File: src/hw/rtl/rnta_pkg.sv
// Shared constants, command/status types and the digit-to-ASCII function.
`default_nettype none
package rnta_pkg;

    localparam int VALUE_W     = 64;
    localparam int RADIX_W     = 6;
    localparam int DIGIT_W     = 6;
    localparam int CHAR_W      = 8;
    localparam int DEPTH       = 64;
    localparam int ADDR_W      = $clog2(DEPTH);
    localparam int CNT_W       = $clog2(DEPTH + 1);
    localparam int BIT_CNT_W   = $clog2(VALUE_W);
    localparam int IN_DATA_W   = ((VALUE_W + RADIX_W + 7) / 8) * 8;
    localparam int MIN_RADIX   = 2;
    localparam int MAX_RADIX   = 36;
    localparam int NUM_DIGITS  = 10;

    localparam logic [CHAR_W-1:0] CHAR_ZERO  = 8'h30;
    localparam logic [CHAR_W-1:0] CHAR_A     = 8'h41;
    localparam logic [CHAR_W-1:0] CHAR_ERROR = 8'h00;

    typedef struct packed {
        logic load;       // latch value and radix, clear counters
        logic div_step;   // one shift-subtract step
        logic store;      // write remainder digit, advance count
        logic rd;         // read digit at pointer
        logic emit;       // load output register with digit character
        logic emit_bad;   // load output register with error word
    } cmd_t;

    typedef struct packed {
        logic in_bad;     // incoming radix outside 2..36
        logic bit_last;   // final step of the current division
        logic q_zero;     // quotient is zero
        logic cnt_last;   // digit buffer fills with this store
        logic ptr_zero;   // read pointer at least significant digit
        logic out_free;   // output register can take a word
    } status_t;

    function automatic logic [CHAR_W-1:0] digit_char(input logic [DIGIT_W-1:0] d);
        logic [CHAR_W-1:0] d_ext;
        d_ext = {{(CHAR_W-DIGIT_W){1'b0}}, d};
        if (d_ext < CHAR_W'(NUM_DIGITS))
            return CHAR_ZERO + d_ext;
        else if (d_ext < CHAR_W'(MAX_RADIX))
            return CHAR_A + (d_ext - CHAR_W'(NUM_DIGITS));
        else
            return CHAR_ZERO;
    endfunction

endpackage
`default_nettype wire

File: src/hw/rtl/rnta_datapath.sv
// Datapath: bit-serial divider, digit memory, read pointer and output register.
`default_nettype none
module rnta_datapath (
    input  wire logic                          clk,
    input  wire logic                          rst_n,
    input  wire rnta_pkg::cmd_t                cmd,
    output rnta_pkg::status_t                  status,
    input  wire logic [rnta_pkg::VALUE_W-1:0]  value,
    input  wire logic [rnta_pkg::RADIX_W-1:0]  radix,
    output logic [rnta_pkg::CHAR_W-1:0]        character,
    output logic                               last,
    output logic                               bad_radix,
    output logic                               out_valid,
    input  wire logic                          out_ready
);

    logic [rnta_pkg::VALUE_W-1:0]    q_reg, q_next;
    logic [rnta_pkg::DIGIT_W-1:0]    r_reg, r_next;
    logic [rnta_pkg::RADIX_W-1:0]    radix_reg;
    logic [rnta_pkg::BIT_CNT_W-1:0]  bit_cnt_reg;
    logic [rnta_pkg::CNT_W-1:0]      cnt_reg;
    logic [rnta_pkg::ADDR_W-1:0]     ptr_reg;
    logic [rnta_pkg::DIGIT_W-1:0]    rd_data_reg;
    logic                            out_valid_reg;
    logic [rnta_pkg::CHAR_W-1:0]     char_reg;
    logic                            last_reg;
    logic                            bad_reg;
    logic [rnta_pkg::DIGIT_W:0]      trial;
    logic [rnta_pkg::DIGIT_W:0]      divisor;
    logic                            ge;

    logic [rnta_pkg::DIGIT_W-1:0]    mem [rnta_pkg::DEPTH];

    // Restoring division step: shift in next dividend bit, subtract if it fits.
    always_comb
    begin
        trial   = {r_reg, q_reg[rnta_pkg::VALUE_W-1]};
        divisor = {1'b0, radix_reg};
        ge      = (trial >= divisor);
        r_next  = ge ? rnta_pkg::DIGIT_W'(trial - divisor)
                     : rnta_pkg::DIGIT_W'(trial);
        q_next  = {q_reg[rnta_pkg::VALUE_W-2:0], ge};
    end

    always_ff @(posedge clk or negedge rst_n)
    begin
        if (!rst_n)
        begin
            q_reg         <= '0;
            r_reg         <= '0;
            bit_cnt_reg   <= '0;
            cnt_reg       <= '0;
            ptr_reg       <= '0;
            out_valid_reg <= 1'b0;
        end
        else
        begin
            if (cmd.load)
            begin
                q_reg       <= value;
                r_reg       <= '0;
                bit_cnt_reg <= '0;
                cnt_reg     <= '0;
            end
            else if (cmd.div_step)
            begin
                q_reg       <= q_next;
                r_reg       <= r_next;
                bit_cnt_reg <= bit_cnt_reg + 1'b1;
            end
            else if (cmd.store)
            begin
                r_reg       <= '0;
                bit_cnt_reg <= '0;
                cnt_reg     <= cnt_reg + 1'b1;
                ptr_reg     <= cnt_reg[rnta_pkg::ADDR_W-1:0];
            end
            else if (cmd.emit && ptr_reg != '0)
            begin
                ptr_reg <= ptr_reg - 1'b1;
            end

            if (cmd.emit || cmd.emit_bad)
                out_valid_reg <= 1'b1;
            else if (out_ready)
                out_valid_reg <= 1'b0;
        end
    end

    // Payload registers, no reset.
    always_ff @(posedge clk)
    begin
        if (cmd.load)
            radix_reg <= radix;
        if (cmd.store)
            mem[cnt_reg[rnta_pkg::ADDR_W-1:0]] <= r_reg;
        if (cmd.rd)
            rd_data_reg <= mem[ptr_reg];
        if (cmd.emit)
        begin
            char_reg <= rnta_pkg::digit_char(rd_data_reg);
            last_reg <= (ptr_reg == '0);
            bad_reg  <= 1'b0;
        end
        else if (cmd.emit_bad)
        begin
            char_reg <= rnta_pkg::CHAR_ERROR;
            last_reg <= 1'b1;
            bad_reg  <= 1'b1;
        end
    end

    always_comb
    begin
        status.in_bad   = (radix < rnta_pkg::RADIX_W'(rnta_pkg::MIN_RADIX))
                       || (radix > rnta_pkg::RADIX_W'(rnta_pkg::MAX_RADIX));
        status.bit_last = (bit_cnt_reg == rnta_pkg::BIT_CNT_W'(rnta_pkg::VALUE_W - 1));
        status.q_zero   = (q_reg == '0);
        status.cnt_last = (cnt_reg == rnta_pkg::CNT_W'(rnta_pkg::DEPTH - 1));
        status.ptr_zero = (ptr_reg == '0);
        status.out_free = !out_valid_reg || out_ready;
    end

    assign character = char_reg;
    assign last      = last_reg;
    assign bad_radix = bad_reg;
    assign out_valid = out_valid_reg;

endmodule
`default_nettype wire

File: src/hw/rtl/rnta_ctrl.sv
// Controller: sequences load, division, digit store and most-significant-first emission.
`default_nettype none
module rnta_ctrl (
    input  wire logic               clk,
    input  wire logic               rst_n,
    input  wire logic               in_valid,
    output logic                    in_ready,
    input  wire rnta_pkg::status_t  status,
    output rnta_pkg::cmd_t          cmd
);

    typedef enum logic [2:0] {
        ST_IDLE,
        ST_DIV,
        ST_STORE,
        ST_READ,
        ST_EMIT,
        ST_BAD
    } state_t;

    state_t state_reg, state_next;
    logic   accept;

    assign in_ready = (state_reg == ST_IDLE);
    assign accept   = in_valid && in_ready;

    always_comb
    begin
        state_next = state_reg;
        cmd        = '0;
        unique case (state_reg)
            ST_IDLE:
            begin
                if (accept)
                begin
                    cmd.load   = 1'b1;
                    state_next = status.in_bad ? ST_BAD : ST_DIV;
                end
            end
            ST_DIV:
            begin
                cmd.div_step = 1'b1;
                if (status.bit_last)
                    state_next = ST_STORE;
            end
            ST_STORE:
            begin
                cmd.store = 1'b1;
                // stop on zero quotient or full buffer
                state_next = (status.q_zero || status.cnt_last) ? ST_READ : ST_DIV;
            end
            ST_READ:
            begin
                cmd.rd     = 1'b1;
                state_next = ST_EMIT;
            end
            ST_EMIT:
            begin
                if (status.out_free)
                begin
                    cmd.emit   = 1'b1;
                    state_next = status.ptr_zero ? ST_IDLE : ST_READ;
                end
            end
            ST_BAD:
            begin
                if (status.out_free)
                begin
                    cmd.emit_bad = 1'b1;
                    state_next   = ST_IDLE;
                end
            end
            default:
            begin
                state_next = ST_IDLE;
            end
        endcase
    end

    always_ff @(posedge clk or negedge rst_n)
    begin
        if (!rst_n)
            state_reg <= ST_IDLE;
        else
            state_reg <= state_next;
    end

endmodule
`default_nettype wire

File: src/hw/rtl/radix_number_to_ascii.sv
// Each digit takes the 64 shift-subtract steps of the serial divider plus a store; each
// character then takes a memory read and an output load.
// Throughput: one number at a time; the next word is taken once the last character is
// in the output register (which may still be waiting on m_axis_tready).
// A bad radix returns one error word, loaded once the output register is free.
// Reset: rst_n (async, active low) clears control, counters and output valid, not the memory.
`default_nettype none
module radix_number_to_ascii (
    input  wire logic                            clk,
    input  wire logic                            rst_n,
    input  wire logic                            s_axis_tvalid,
    output logic                                 s_axis_tready,
    input  wire logic [rnta_pkg::IN_DATA_W-1:0]  s_axis_tdata,   // value[63:0], radix[69:64], zero pad
    output logic                                 m_axis_tvalid,
    input  wire logic                            m_axis_tready,
    output logic [rnta_pkg::CHAR_W-1:0]          m_axis_tdata,   // character[7:0]
    output logic                                 m_axis_tlast,
    output logic                                 m_axis_tuser    // bad_radix[0]
);

    rnta_pkg::cmd_t    cmd;
    rnta_pkg::status_t status;

    rnta_ctrl u_ctrl (
        .clk      (clk),
        .rst_n    (rst_n),
        .in_valid (s_axis_tvalid),
        .in_ready (s_axis_tready),
        .status   (status),
        .cmd      (cmd)
    );

    rnta_datapath u_datapath (
        .clk       (clk),
        .rst_n     (rst_n),
        .cmd       (cmd),
        .status    (status),
        .value     (s_axis_tdata[rnta_pkg::VALUE_W-1:0]),
        .radix     (s_axis_tdata[rnta_pkg::VALUE_W +: rnta_pkg::RADIX_W]),
        .character (m_axis_tdata),
        .last      (m_axis_tlast),
        .bad_radix (m_axis_tuser),
        .out_valid (m_axis_tvalid),
        .out_ready (m_axis_tready)
    );

endmodule
`default_nettype wire

File: config.mk
export PLATFORM = sky130hd
export DESIGN_NAME = radix_number_to_ascii
export DESIGN_NICKNAME = d
export VERILOG_FILES = /design/src/hw/rtl/rnta_pkg.sv /design/src/hw/rtl/rnta_datapath.sv /design/src/hw/rtl/rnta_ctrl.sv /design/src/hw/rtl/radix_number_to_ascii.sv
export SDC_FILE = /design/constraint.sdc
export NUM_CORES = 1
export LEC_CHECK = 0
export ABC_AREA = 1
export BUFFER_PORTS_ARGS = -buffer_cell sky130_fd_sc_hd__buf_2
export CORE_MARGIN = 2
export CORE_UTILIZATION = 39
export CTS_BUF_LIST = sky130_fd_sc_hd__clkbuf_4
export CTS_CLUSTER_DIAMETER = 150
export CTS_CLUSTER_SIZE = 12
export DETAILED_ROUTE_END_ITERATION = 16
export SLEW_MARGIN = 20
export SYNTH_ARGS = -nofsm -noshare
export SYNTH_HDL_FRONTEND = slang
export SYNTH_SLANG_ARGS = --single-unit
File: constraint.sdc
create_clock -name clk -period 7.08 [get_ports clk]
set_clock_uncertainty 0.05 [all_clocks]
set_input_delay 0.708 -clock clk [delete_from_list [all_inputs] [get_ports clk]]
set_output_delay 0.708 -clock clk [all_outputs]
set_load 0.01 [all_outputs]
# --- After elaboration in Yosys (flattened, before gate mapping) ---
# Memories as Yosys holds them, arrays and structs flattened. A register that Yosys moved wholly into a read port is not among the register bits.
# Index checks and enable logic that the tools add are counted.
# Widths: inputs -> output; s select.
totals:
  out_inout_bits: 12
  memories: 1
  word_cells: 97
  ram_bits: 384
  ff_bits: 109
mem_list:
  columns: ["memory", "depth", "width", "read_ports", "rd_ports_with_merged_regs", "write_ports", "line", "rtl"]
  rows:
  - ["u_datapath.mem", 64, 6, 1, 1, 1, "rnta_datapath.sv:32", "logic [rnta_pkg::DIGIT_W-1:0] mem [rnta_pkg::DEPTH];"]
op_classes:
  n_mux: 39
  n_lt_le_gt_ge: 5
  eq_ne: 12
  n_addsub: 7
  n_reduce_logical: 20
  n_bitwise: 2
op_table:
  columns: ["op", "count"]
  rows:
  - ["$mux 64", 2]
  - ["$logic_not 64->1", 1]
  - ["$mux 6", 8]
  - ["$mux 8", 4]
  - ["$mux 7", 3]
  - ["$pmux 3 s6", 1]
  - ["$mux 3", 5]
  - ["$mux 1", 14]
  - ["$reduce_bool 2->1", 5]
  - ["$add 7x8->8 const A", 1]
  - ["$ne 2x2->1 const B", 4]
  - ["$add 6x6->7 const A", 1]
  - ["$add 7x1->7 const B", 1]
  - ["$eq 7x6->1 const B", 1]
  - ["$ge 7x6->1", 1]
  - ["$sub 6x4->7 const B", 1]
  - ["$add 6x1->6 const B", 1]
  - ["$eq 3x2->1 const B", 2]
  - ["$eq 3x3->1 const B", 2]
  - ["$eq 6x6->1 const B", 1]
  - ["$gt 6x6->1 const B", 1]
  - ["$logic_not 6->1", 1]
  - ["$lt 6x2->1 const B", 1]
  - ["$lt 6x4->1 const B", 1]
  - ["16 further kinds", 22]

# --- Logic depth before layout (Yosys ltp) ---
depth:
  depth_word: 7
  ltp_mapped: 12
  mapped_depth_nobuf: 11

# --- Hierarchy ---
# Synthesis repeated with hierarchy kept, for this count alone.
hier_totals:
  hier_cells: 2048
  area_unflattened_um2: 21697.1
by_module_without_submodules:
  columns: ["module", "seq_area_each_um2", "cells_each", "instances", "area_each_um2"]
  rows:
  - ["rnta_datapath", 14433.8, 2004, 1, 21431.8]
  - ["rnta_ctrl", 75.1, 44, 1, 265.3]

# --- Least setup slack after synthesis ---
# Ideal clock, no wire load.
synth_timing:
  kind: "reg2reg"
  startpoint: "reg u_datapath.r_reg[1] (netlist bit)"
  endpoint: "reg u_datapath.q_reg[0] (netlist bit)"
  setup_slack_ps: 4657
  path_stages_with_launch: 10
  required_ps: 6906
  arrival_ps: 2248
  setup_ps: 124
  path_cell_list: "dfrtp_1 > ha_1 > a21oi_1 > o21ai_1 > nand2_1 > nand2_1 > nand2_1 > nand2_1 > nand2_1 > nand3_1"
synth_between:
  elab_chain_len: 3
synth_lines:
  columns: ["item", "line", "rtl"]
  rows:
  - ["from (decl)", "rnta_datapath.sv:18", "logic [rnta_pkg::DIGIT_W-1:0] r_reg, r_next;"]
  - ["from (signal assigned)", "rnta_datapath.sv:68", "r_reg <= r_next;"]
  - ["$ge 7x6->1", "rnta_datapath.sv:39", "ge = (trial >= divisor);"]
  - ["$mux 64", "rnta_datapath.sv:65", "else if (cmd.div_step)"]
  - ["$mux 64", "rnta_datapath.sv:58", "if (cmd.load)"]
  - ["to (signal assigned)", "rnta_datapath.sv:60", "q_reg <= value;"]
  - ["to (signal assigned)", "rnta_datapath.sv:67", "q_reg <= q_next;"]
  - ["to (decl)", "rnta_datapath.sv:17", "logic [rnta_pkg::VALUE_W-1:0] q_reg, q_next;"]
# Every way passes these cells. The select of a mux whose other input is x is not followed.
# A chain may end at the register's enable or synchronous reset.

==> impl_metrics.json <==
{
  "status": "complete, no violations",
  "post-place-ws_ns": 3.69,
  "synthCells": 2056,
  "end_kind": "flip-flop",
  "clkPwrFrac_pct": 16.7,
  "ir_drop_mv": 0.318,
  "timing.hold.ws_ns": 0.126,
  "synth.top_cell.area_share_pct": 56.1,
  "crit_arrival_ns": 4.08,
  "die_area_um2": 57400,
  "p_per_area_nw_per_um2": 367,
  "synth-main-ff-cell": "edfxtp_1",
  "hold_depth": 3,
  "nets": 2268,
  "critPathMaxFanout": 98,
  "ant_nets": 0,
  "slew_headroom_pct": 30.1,
  "setup_violations": 0,
  "syn-num-nets": 2149,
  "gp_congestion": 0.848,
  "cap_viol_max_count": 0,
  "grt_pass1_vias": 14752,
  "synth_area_leaders": "edfxtp_1, nand2_1, dfrtp_1, nand3_1, o221ai_1",
  "async_flop_share_pct": 18.6,
  "pin_count": 88,
  "clock.fmax_ghz": 0.290,
  "finalWorstSetupSlack_ns": 3.63,
  "firstDrtPassIters": 7,
  "switching_share_pct": 40.7,
  "hp-class": "in -> reg",
  "tightest_slew_ns": 1.05,
  "rsz0062_at_grt": "no",
  "synthDistinctLibCells": 44,
  "min_from": "s_axis_tdata[46]",
  "yosysTopAreaCell": "edfxtp_1",
  "r2r_slack_ns": 3.63,
  "grt_max_degree": 99,
  "reg2reg_depth": 10,
  "grt_overflow": 0,
  "cts-htree-levels": 2,
  "fillers": 5192,
  "grt_pass1_wl_um": 82400,
  "fin_crit_sh_pct": 48.7,
  "dpl.hpwl_um": 30600,
  "drc": 0,
  "path_class": "reg -> reg",
  "drive_gt1_share_pct": 10.0,
  "root_buffer": "clkbuf_4",
  "wl_per_cell_um": 18.0,
  "combPwrFrac_pct": 37.6,
  "seqPwrFrac_pct": 45.7,
  "clkLatencyLatePin_ns": 0.84,
  "cts_buffers": 47,
  "slew_viol_final": 0,
  "p_sw_mw": 3.58,
  "drtIter0Drc": 1230,
  "r2r_start": "u_datapath.ptr_reg[0]$_DFFE_PN0P_",
  "min_to": "u_datapath.q_reg[46]$_DFFE_PN0N_",
  "core_area_um2": 55000,
  "cp-start-kind": "flip-flop",
  "finalSetupTns_ns": 0,
  "largest_register_ffs": 384,
  "vias": 15066,
  "start_util_pct": 39.4,
  "port_buffers": 85,
  "track_usage_pct": 18.6,
  "cp.required_ns": 7.71,
  "antenna_found_initial": 1,
  "synth_area_um2": 21700,
  "period_minus_slack_ns": 3.45,
  "via_per_inst": 5.10,
  "ys_seq_elements": 499,
  "internal-power_mw": 5.21,
  "std_cell_rows": 86,
  "post_cts_buffers": 0,
  "die_h_um": 240,
  "clock-sinks": 499,
  "synth_edf_count": 405,
  "cts_resized": 0,
  "clk_pin_slew_worst_paths_ns": 0.13,
  "die_x_um": 240,
  "hold_buffers": 71,
  "cts_buffer_depth": 3,
  "seq_area_frac_synth_pct": 67.0,
  "r2r_end": "u_datapath.rd_data_reg[0]$_DFFE_PP_",
  "cts_tree": "yes",
  "totalWireLength_um": 53200,
  "ys_warn_count": 0,
  "final-hold-violation-count": 0,
  "area_growth_pct": 10.7,
  "synth_area_per_cell_um2": 10.5,
  "p_leak_nw": 9.31
}
-- layer usage --
layer	wire, µm	global-route usage (%)
met1	23000	24.8
met2	25600	31.0
met3	3090	2.49
met4	1570	6.80
met5	0	0
-- critical path: stages, from the launching register on --
cell,delay (ns)
dfrtp_4,0.45
buf_4,0.78
buf_4,0.93
nand2_1,0.11
nand3_1,0.13
nand3_1,0.15
nand3_1,0.12
nand3_1,0.15
nand2_1,0.19
nand2_1,0.07
nand2_1,0.11
-- cell usage in the layout, fill, tap and decap left out, types with 28 or more instances in the layout --
cell type | Yosys | final
nand2_1 | 726 | 726
edfxtp_1 | 405 | 405
nand3_1 | 252 | 252
nor2_1 | 123 | 123
inv_1 | 110 | 110
buf_2 | 49 | 84
dfrtp_1 | 93 | 84
clkbuf_4 | 0 | 77
dlygate4sd3_1 | 0 | 71
a21oi_1 | 65 | 65
o221ai_1 | 61 | 61
o21ai_0 | 28 | 28
-- Yosys cell counts (4+ instances only) --
cell type and number:
a21oi_1 65, buf_1 5, buf_2 49, buf_4 20, buf_6 4, clkbuf_1 24, dfrtp_1 93, edfxtp_1 405
ha_1 16, inv_1 110, inv_2 9, nand2_1 726, nand2_4 4, nand3_1 252, nand3b_1 4, nor2_1 123
nor2_2 4, nor3_1 9, nor3_2 4, o21ai_0 28, o21ai_1 6, o221ai_1 61, xor2_1 4
-- cell type report --
| cell class | count | area (µm²) | area share [%] |
|---|---|---|---|
| antenna | 2 | 5.00 | 0.0209 |
| clock buffer | 77 | 578 | 2.41 |
| tap | 748 | 936 | 3.90 |
| timing repair buffer | 172 | 1280 | 5.33 |
| inverter | 121 | 458 | 1.91 |
| sequential | 499 | 14500 | 60.6 |
| multi-input combinational | 1334 | 6150 | 25.7 |
| clock inverter | 3 | 41.3 | 0.172 |
-- through the flow --
step                      total power [mW]  std cells  area, µm²  utilization, %
after floorplan                       6.37       2056      21700               -
after global routing                  9.37       2955      24000            43.6
final                                 8.79       2956      24000            43.6
after CTS                             8.83       2954      24000            43.6
after detailed placement              7.35       2803      22600            41.2
after global placement                7.25       2802      22600            41.1
-- cells by family after synthesis --
logic type	share of synthesized area (%)
AND/OR/NAND/NOR	21.9
flip-flops	67.0
buffers and inverters	4.64
AO/OA/AOI/OAI	5.22
adder cells (fa/ha/maj)	1.02
XOR/XNOR	0.283
-- worst max path at each step --
stage,slack (ns),endpoint,cells past startpoint,start
after floorplan,4.66,u_datapath.q_reg[0]$_DFFE_PN0N_,9,u_datapath.r_reg[1]$_DFFE_PN0P_
after global placement,3.72,u_datapath.rd_data_reg[4]$_DFFE_PP_,10,u_datapath.ptr_reg[0]$_DFFE_PN0P_
after detailed placement,3.69,u_datapath.rd_data_reg[4]$_DFFE_PP_,10,u_datapath.ptr_reg[0]$_DFFE_PN0P_
after CTS,3.63,u_datapath.rd_data_reg[4]$_DFFE_PP_,10,u_datapath.ptr_reg[0]$_DFFE_PN0P_
after global routing,3.42,u_datapath.rd_data_reg[5]$_DFFE_PP_,10,u_datapath.ptr_reg[0]$_DFFE_PN0P_
final,3.63,u_datapath.rd_data_reg[0]$_DFFE_PP_,10,u_datapath.ptr_reg[0]$_DFFE_PN0P_
-- power groups by stage --
stage	clock network (mW)	registers [mW]	logic (mW)
global route	1.61	4.06	3.71
CTS	1.51	4.02	3.31
detailed placement	0	4.08	3.27
global placement	0	4.07	3.18
finish	1.47	4.01	3.31
floorplan	0	4.03	2.34
(Power assumes the default switching activity.)
